## config.mk

```make
export PLATFORM = sky130hd
export DESIGN_NAME = plsu_divsqrt
export DESIGN_NICKNAME = d
export VERILOG_FILES = /design/src/rtl/plsu_pkg.sv /design/src/rtl/plsu_divsqrt.sv
export SDC_FILE = /design/constraint.sdc
export NUM_CORES = 1
export LEC_CHECK = 0
export BUFFER_PORTS_ARGS = -buffer_cell sky130_fd_sc_hd__clkbuf_2
export CORE_MARGIN = 2
export CORE_UTILIZATION = 55
export CTS_CLUSTER_DIAMETER = 200
export DETAILED_ROUTE_END_ITERATION = 16
export PLACE_DENSITY = 0.73
export SLEW_MARGIN = 15
export SYNTH_ARGS = -nofsm -noshare
export SYNTH_HDL_FRONTEND = slang
export SYNTH_SLANG_ARGS = --single-unit
```

## constraint.sdc

```tcl
create_clock -name clk -period 17.7 [get_ports clk]
set_clock_uncertainty 0.2 [all_clocks]
set_input_delay 1.77 -clock clk [delete_from_list [all_inputs] [get_ports clk]]
set_output_delay 1.77 -clock clk [all_outputs]
set_load 0.03 [all_outputs]
```

## src/rtl/plsu_pkg.sv

```systemverilog
// Package for the lookahead steering unit: sequencer states, shared
// divide/square-root unit request types, codes, saturating helpers and absv.
// Used by plsu_divsqrt and path_follow_lookahead_steer_unit.
`default_nettype none

package plsu_pkg;

  localparam int MAX_POINTS_DEF = 64;
  localparam int FRAC_BITS_DEF  = 16;

  localparam logic OP_LOAD = 1'b0;
  localparam logic OP_STEP = 1'b1;

  localparam logic REG_SPEED     = 1'b0;
  localparam logic REG_LOOKAHEAD = 1'b1;

  localparam logic [23:0] SPEED_RST     = 24'd65536;
  localparam logic [23:0] LOOKAHEAD_RST = 24'd32768;

  localparam logic [30:0] ONE30    = 31'h4000_0000;
  localparam logic [63:0] SQRT_TOP = 64'h4000_0000_0000_0000;

  localparam logic [6:0] SQRT_STEPS = 7'd32;
  localparam logic [6:0] FRAC_STEPS = 7'd30;
  localparam logic [6:0] QUOT_STEPS = 7'd64;

  typedef struct packed {
    logic       start;
    logic       sqrt;
    logic [6:0] steps;
  } dsu_req_t;

  typedef struct packed {
    logic        done;
    logic [63:0] res;
  } dsu_rsp_t;

  typedef enum logic [38:0] {
    S_IDLE    = 39'd1 << 0,
    S_E_RD    = 39'd1 << 1,
    S_E_DAT   = 39'd1 << 2,
    S_E_CMP   = 39'd1 << 3,
    S_W1_CHK  = 39'd1 << 4,
    S_W1_RD   = 39'd1 << 5,
    S_W1_SL   = 39'd1 << 6,
    S_W1_MF   = 39'd1 << 7,
    S_W1_EXD  = 39'd1 << 8,
    S_W1_NS   = 39'd1 << 9,
    S_N_NUM1  = 39'd1 << 10,
    S_N_NUM2  = 39'd1 << 11,
    S_N_DEC   = 39'd1 << 12,
    S_N_MF    = 39'd1 << 13,
    S_N_MFD   = 39'd1 << 14,
    S_W1_D2   = 39'd1 << 15,
    S_W1_UPD  = 39'd1 << 16,
    S_W2_CHK  = 39'd1 << 17,
    S_W2_RD   = 39'd1 << 18,
    S_W2_SL   = 39'd1 << 19,
    S_W2_MF   = 39'd1 << 20,
    S_W2_END  = 39'd1 << 21,
    S_V_DIR   = 39'd1 << 22,
    S_V_LEN   = 39'd1 << 23,
    S_VX_MUL  = 39'd1 << 24,
    S_VX_GO   = 39'd1 << 25,
    S_VX_WAIT = 39'd1 << 26,
    S_VY_MUL  = 39'd1 << 27,
    S_VY_GO   = 39'd1 << 28,
    S_VY_WAIT = 39'd1 << 29,
    S_SQX     = 39'd1 << 30,
    S_SQY     = 39'd1 << 31,
    S_RT_GO   = 39'd1 << 32,
    S_RT_WAIT = 39'd1 << 33,
    S_FR_GO   = 39'd1 << 34,
    S_FR_WAIT = 39'd1 << 35,
    S_MF_X    = 39'd1 << 36,
    S_MF_Y    = 39'd1 << 37,
    S_SPARE   = 39'd1 << 38
  } state_t;

  function automatic logic signed [31:0] sdiff(input logic signed [31:0] a,
                                               input logic signed [31:0] b);
    logic signed [32:0] d;
    d = $signed({a[31], a}) - $signed({b[31], b});
    if (d > 33'sd1073741823) return 32'sd1073741823;
    else if (d < -33'sd1073741823) return -32'sd1073741823;
    else return d[31:0];
  endfunction

  function automatic logic signed [31:0] clamp32(input logic signed [63:0] v);
    if (v > 64'sd2147483647) return 32'sh7fff_ffff;
    else if (v < -64'sd2147483648) return 32'sh8000_0000;
    else return v[31:0];
  endfunction

  function automatic logic signed [31:0] absv(input logic signed [31:0] v);
    return v[31] ? -v : v;
  endfunction

endpackage

`default_nettype wire

```

## src/rtl/plsu_divsqrt.sv

```systemverilog
// Shared iterative unit: restoring division or bit-pair square root, one
// step per cycle. Depends on plsu_pkg for its request and response types.
`default_nettype none

module plsu_divsqrt (
  input  wire logic              clk,
  input  wire logic              rst_n,
  input  wire plsu_pkg::dsu_req_t req,
  input  wire logic [63:0]       a_in,
  input  wire logic [63:0]       n_in,
  input  wire logic [63:0]       d_in,
  output plsu_pkg::dsu_rsp_t     rsp
);

  logic        busy_r, busy_nxt;
  logic        done_r, done_nxt;
  logic        sqrt_r, sqrt_nxt;
  logic [6:0]  cnt_r, cnt_nxt;
  logic [63:0] x_r, x_nxt;
  logic [63:0] y_r, y_nxt;
  logic [63:0] z_r, z_nxt;
  logic [63:0] d_r, d_nxt;
  logic [63:0] sum;
  logic [63:0] tsh;

  always_comb begin
    busy_nxt = busy_r;
    done_nxt = 1'b0;
    sqrt_nxt = sqrt_r;
    cnt_nxt  = cnt_r;
    x_nxt    = x_r;
    y_nxt    = y_r;
    z_nxt    = z_r;
    d_nxt    = d_r;
    sum      = y_r + z_r;
    tsh      = {x_r[62:0], z_r[63]};
    if (req.start) begin
      busy_nxt = 1'b1;
      sqrt_nxt = req.sqrt;
      cnt_nxt  = req.steps;
      x_nxt    = a_in;
      y_nxt    = '0;
      z_nxt    = req.sqrt ? plsu_pkg::SQRT_TOP : n_in;
      d_nxt    = d_in;
    end else if (busy_r) begin
      if (sqrt_r) begin
        if (x_r >= sum) begin
          x_nxt = x_r - sum;
          y_nxt = (y_r >> 1) + z_r;
        end else begin
          y_nxt = y_r >> 1;
        end
        z_nxt = z_r >> 2;
      end else begin
        if (tsh >= d_r) begin
          x_nxt = tsh - d_r;
          y_nxt = {y_r[62:0], 1'b1};
        end else begin
          x_nxt = tsh;
          y_nxt = {y_r[62:0], 1'b0};
        end
        z_nxt = {z_r[62:0], 1'b0};
      end
      cnt_nxt = cnt_r - 7'd1;
      if (cnt_r == 7'd1) begin
        busy_nxt = 1'b0;
        done_nxt = 1'b1;
      end
    end
  end

  always_ff @(posedge clk) begin
    if (!rst_n) begin
      busy_r <= 1'b0;
      done_r <= 1'b0;
    end else begin
      busy_r <= busy_nxt;
      done_r <= done_nxt;
    end
    sqrt_r <= sqrt_nxt;
    cnt_r  <= cnt_nxt;
    x_r    <= x_nxt;
    y_r    <= y_nxt;
    z_r    <= z_nxt;
    d_r    <= d_nxt;
  end

  assign rsp.done = done_r;
  assign rsp.res  = y_r;

  a_start_busy: assert property (@(posedge clk) disable iff (!rst_n)
    req.start |=> busy_r) else $error("unit not busy after start");
  a_done_idle: assert property (@(posedge clk) disable iff (!rst_n)
    done_r |-> !busy_r) else $error("done while busy");
  a_no_restart: assert property (@(posedge clk) disable iff (!rst_n)
    req.start |-> !busy_r) else $error("start while busy");

endmodule

`default_nettype wire

```

==> qor.yml <==
postSynthNetCount: 3957
crit_type: "reg -> reg"
synth.most_common_cell: "sky130_fd_sc_hd__a21oi_1"
synthDominantCellAreaShare: 0.216
syn_avg_cell_area_um2: 7.95
via_count_of_the_first_global_routing_pass: 24900
syn-cell-area_um2: 27800
top_level_ports: 268
setup_repair_after_global_routing_missed_its_margin: "no"
vias: 27200
synth_top_cells_by_area: "sky130_fd_sc_hd__edfxtp_1 22%, sky130_fd_sc_hd__ha_1 12%, sky130_fd_sc_hd__a21oi_1 7.2%"
holdCritPathClass: "reg -> reg"
run_status: "complete, no violations"
post_synth_num_cell_types: 96
global_placement_routability_congestion: 0.978
antennaDiodeCount: 0
ys_seq_elements: 266
number_of_buffers_added_by_the_clock_tree_synthesis_step: 35
port_buffers: 267
setup_viol: 0
max_slew.worst_pin.slew_ns: 1.21
required_time_at_the_worst_slack_endpoint_ns: 17.92
internal_power_uw: 2300
fillerInstances: 4632
p_per_area_nw_per_um2: 147
worst-endpoint-arrival_ns: 7.95
floorplan.die_area_um2: 52300
sequentialPowerShare: 0.221
die_width_um: 229
via_per_inst: 6.31
clk_latency_ns: 0.56
synth-async-reset-ratio: 0
sw_frac_of_total: 0.485
syn2layout_area_growth_pct: 9.77
die-height_um: 229
hold_viol_final: 0
switchingPower_uw: 2170
dp_hpwl_mm: 67.8
hold_buffer_count_at_cts: 0
final_total_pwr_uw: 4480
timing.final.crit_period_ns: 7.73
timing.max_cap.violations: 0
dominantRegCellSynth: "sky130_fd_sc_hd__edfxtp_1"
clockRootBuffer: "sky130_fd_sc_hd__clkbuf_16"
drt_first_pass_iters: 8
drt_wl_total_mm: 88.9
synth_cells: 3494
slew-limit-headroom: 0.184
routedWlPerCell_um: 20.6
timing.critical_path.fanout_max: 83
totalNegativeSetupSlack_ns: 0
std_cell_rows: 82
power.combinational.fraction: 0.617
finalMaxSlewViolations: 0
initial_core_util: 0.556
drc: 0
critPathMostFrequentCell: "sky130_fd_sc_hd__o21ai_0"
timing.critical_path.max_delay_family: "compound AO/OA/AOI/OAI gates"
edff_count_synth: 200
cp-end-kind: "register"
layout.nets: 4079
worst_vdd_ir_mv: 0.0826
post-cts-setup-buffer-count: 0
overflow: 0
grt_usage: 0.329
clkPwrFrac: 0.162
antenna_left: 0
critPathLaunchType: "register"
cts.sink_count: 266
fmaxAchievable_mhz: 129
worst_path_max_delay_cell: "sky130_fd_sc_hd__buf_4"
cts_max_path_buffers: 3
reg2reg_setup_slack_ns: 9.97
critical_path_buf_inv_count: 2
post_route_cells_drive_above_1_share: 0.106
synth.yosys.seq_area_share: 0.264
yosysTopAreaCell: "sky130_fd_sc_hd__edfxtp_1"
final_min_period_over_clock_period: 0.437
first_pass_grt_wire_length_mm: 138
ctsResizeCount: 0
clock_slew_at_the_register_clock_pins_of_the_worst_setup_and_hold_paths_ns: 0.06
synth.cells.most_frequent: "399 x sky130_fd_sc_hd__a21oi_1, 382 x sky130_fd_sc_hd__nand2_1, 283 x sky130_fd_sc_hd__nor2_1"
antenna_found_initial: 0
tritoncts_clock_tree: "built"
leakage_uw: 0.0131
pin_count_of_the_biggest_net_entering_global_routing: 199
max_stage_delay_on_crit_path_ns: 0.74
coreArea_um2: 50000
detailedRoute.firstIterationViolations: 3182
yosys_warnings: 0
cts.htree.levels: 2
-- per-stage QoR --
stage | hold slack (ns) | area [um2] | setup slack, ns | std cells | util
2_1_floorplan | 0.363 | 27800 | 8.75 | 3494 | -
3_3_place_gp | 0.347 | 29300 | 10.16 | 4251 | 0.587
3_5_place_dp | 0.357 | 29300 | 9.96 | 4251 | 0.587
4_1_cts | 0.369 | 30500 | 9.91 | 4311 | 0.610
5_1_grt | 0.402 | 30500 | 9.38 | 4311 | 0.610
6_report | 0.376 | 30500 | 9.97 | 4311 | 0.610
-- flip-flops by register name, indices dropped and copies added (netlist names) --
name,cells
x_r,64
y_r,64
cnt_r,7
sqrt_r,1
z_r,64
done_r,1
d_r,64
busy_r,1
-- worst register-to-register path, cell delays in order, from the launching register on --
cell and delay, ns:
sky130_fd_sc_hd__edfxtp_1 0.48, sky130_fd_sc_hd__ha_1 0.34, sky130_fd_sc_hd__a211oi_1 0.30, sky130_fd_sc_hd__o21ai_0 0.17
sky130_fd_sc_hd__a21o_1 0.22, sky130_fd_sc_hd__o21ai_0 0.49, sky130_fd_sc_hd__a211oi_1 0.23, sky130_fd_sc_hd__nor3_1 0.47
sky130_fd_sc_hd__o21ai_1 0.21, sky130_fd_sc_hd__a31oi_1 0.28, sky130_fd_sc_hd__o21ai_1 0.17, sky130_fd_sc_hd__a21oi_1 0.21
sky130_fd_sc_hd__xor2_1 0.19, sky130_fd_sc_hd__ha_1 0.34, sky130_fd_sc_hd__a21o_1 0.20, sky130_fd_sc_hd__a21o_1 0.17
sky130_fd_sc_hd__a21oi_1 0.15, sky130_fd_sc_hd__o21ai_0 0.10, sky130_fd_sc_hd__a221oi_1 0.39, sky130_fd_sc_hd__o21ai_0 0.26
sky130_fd_sc_hd__a21oi_4 0.15, sky130_fd_sc_hd__buf_4 0.36, sky130_fd_sc_hd__buf_4 0.75, sky130_fd_sc_hd__nand2_1 0.19
sky130_fd_sc_hd__o31a_1 0.14, sky130_fd_sc_hd__a2111oi_0 0.43
-- layer usage --
metal,track usage,wire [um],vias to the layer above
met5,0,0,-
met4,0.103,2640,0
met3,0.0447,8120,154
met2,0.475,36000,1212
met1,0.503,42200,12600
li1,-,-,13300
-- cell families after synthesis --
| family | share of synthesized area |
|---|---|
| mux | 0.0312 |
| buf+inv | 0.0500 |
| compound gates | 0.300 |
| fa+ha+maj | 0.118 |
| xor+xnor | 0.0751 |
| flops | 0.264 |
| simple gates | 0.161 |
-- power by group through the flow --
| stage | sequential, uW | clock (uW) | combinational, uW |
|---|---|---|---|
| 2_1_floorplan | 938 | 0 | 2090 |
| 3_3_place_gp | 989 | 0 | 2680 |
| 3_5_place_dp | 988 | 0 | 2680 |
| 4_1_cts | 977 | 733 | 2700 |
| 5_1_grt | 995 | 756 | 3040 |
| 6_report | 990 | 723 | 2760 |
-- layout make-up --
cell class | instances | area [um2] | area share
clock buffers | 44 | 962 | 0.0316
flip-flops and latches | 266 | 7330 | 0.240
clock inverters | 16 | 169 | 0.00554
well taps | 672 | 841 | 0.0276
inverters | 155 | 582 | 0.0191
multi-input cells | 2872 | 19100 | 0.626
repair buffers | 286 | 1510 | 0.0496
-- cells in the final DEF, fill, tap and decap left out, types with 15 or more instances in the layout --
cell	instances
sky130_fd_sc_hd__and3_1	19
sky130_fd_sc_hd__nor2_1	282
sky130_fd_sc_hd__o211ai_1	66
sky130_fd_sc_hd__a32o_1	28
sky130_fd_sc_hd__o21ai_0	252
sky130_fd_sc_hd__nand4_1	80
sky130_fd_sc_hd__o21bai_1	60
sky130_fd_sc_hd__a31oi_1	29
sky130_fd_sc_hd__buf_4	17
sky130_fd_sc_hd__a21oi_1	397
sky130_fd_sc_hd__nand2_1	381
sky130_fd_sc_hd__nand2b_1	32
sky130_fd_sc_hd__xnor2_1	135
sky130_fd_sc_hd__a221oi_1	15
sky130_fd_sc_hd__a211oi_1	65
sky130_fd_sc_hd__o31ai_1	23
sky130_fd_sc_hd__clkbuf_16	37
sky130_fd_sc_hd__a21o_1	127
sky130_fd_sc_hd__nand3_1	40
sky130_fd_sc_hd__dfxtp_1	66
sky130_fd_sc_hd__inv_1	151
sky130_fd_sc_hd__ha_1	256
sky130_fd_sc_hd__edfxtp_1	200
sky130_fd_sc_hd__clkbuf_2	266
sky130_fd_sc_hd__mux2i_1	81
sky130_fd_sc_hd__o22ai_1	17
sky130_fd_sc_hd__nor3_1	55
sky130_fd_sc_hd__o21ai_1	39
sky130_fd_sc_hd__nor2b_1	22
sky130_fd_sc_hd__xor2_1	103
sky130_fd_sc_hd__o21a_1	33
-- final timing paths --
check                             start       to  cells past startpoint
worst min register to register  y_r[15]  y_r[15]                      2
worst max-delay path             z_r[1]  y_r[48]                     25
worst max register to register   z_r[1]  y_r[48]                     25
worst min-delay path            y_r[15]  y_r[15]                      2
Power figures use the tool's default switching activity.
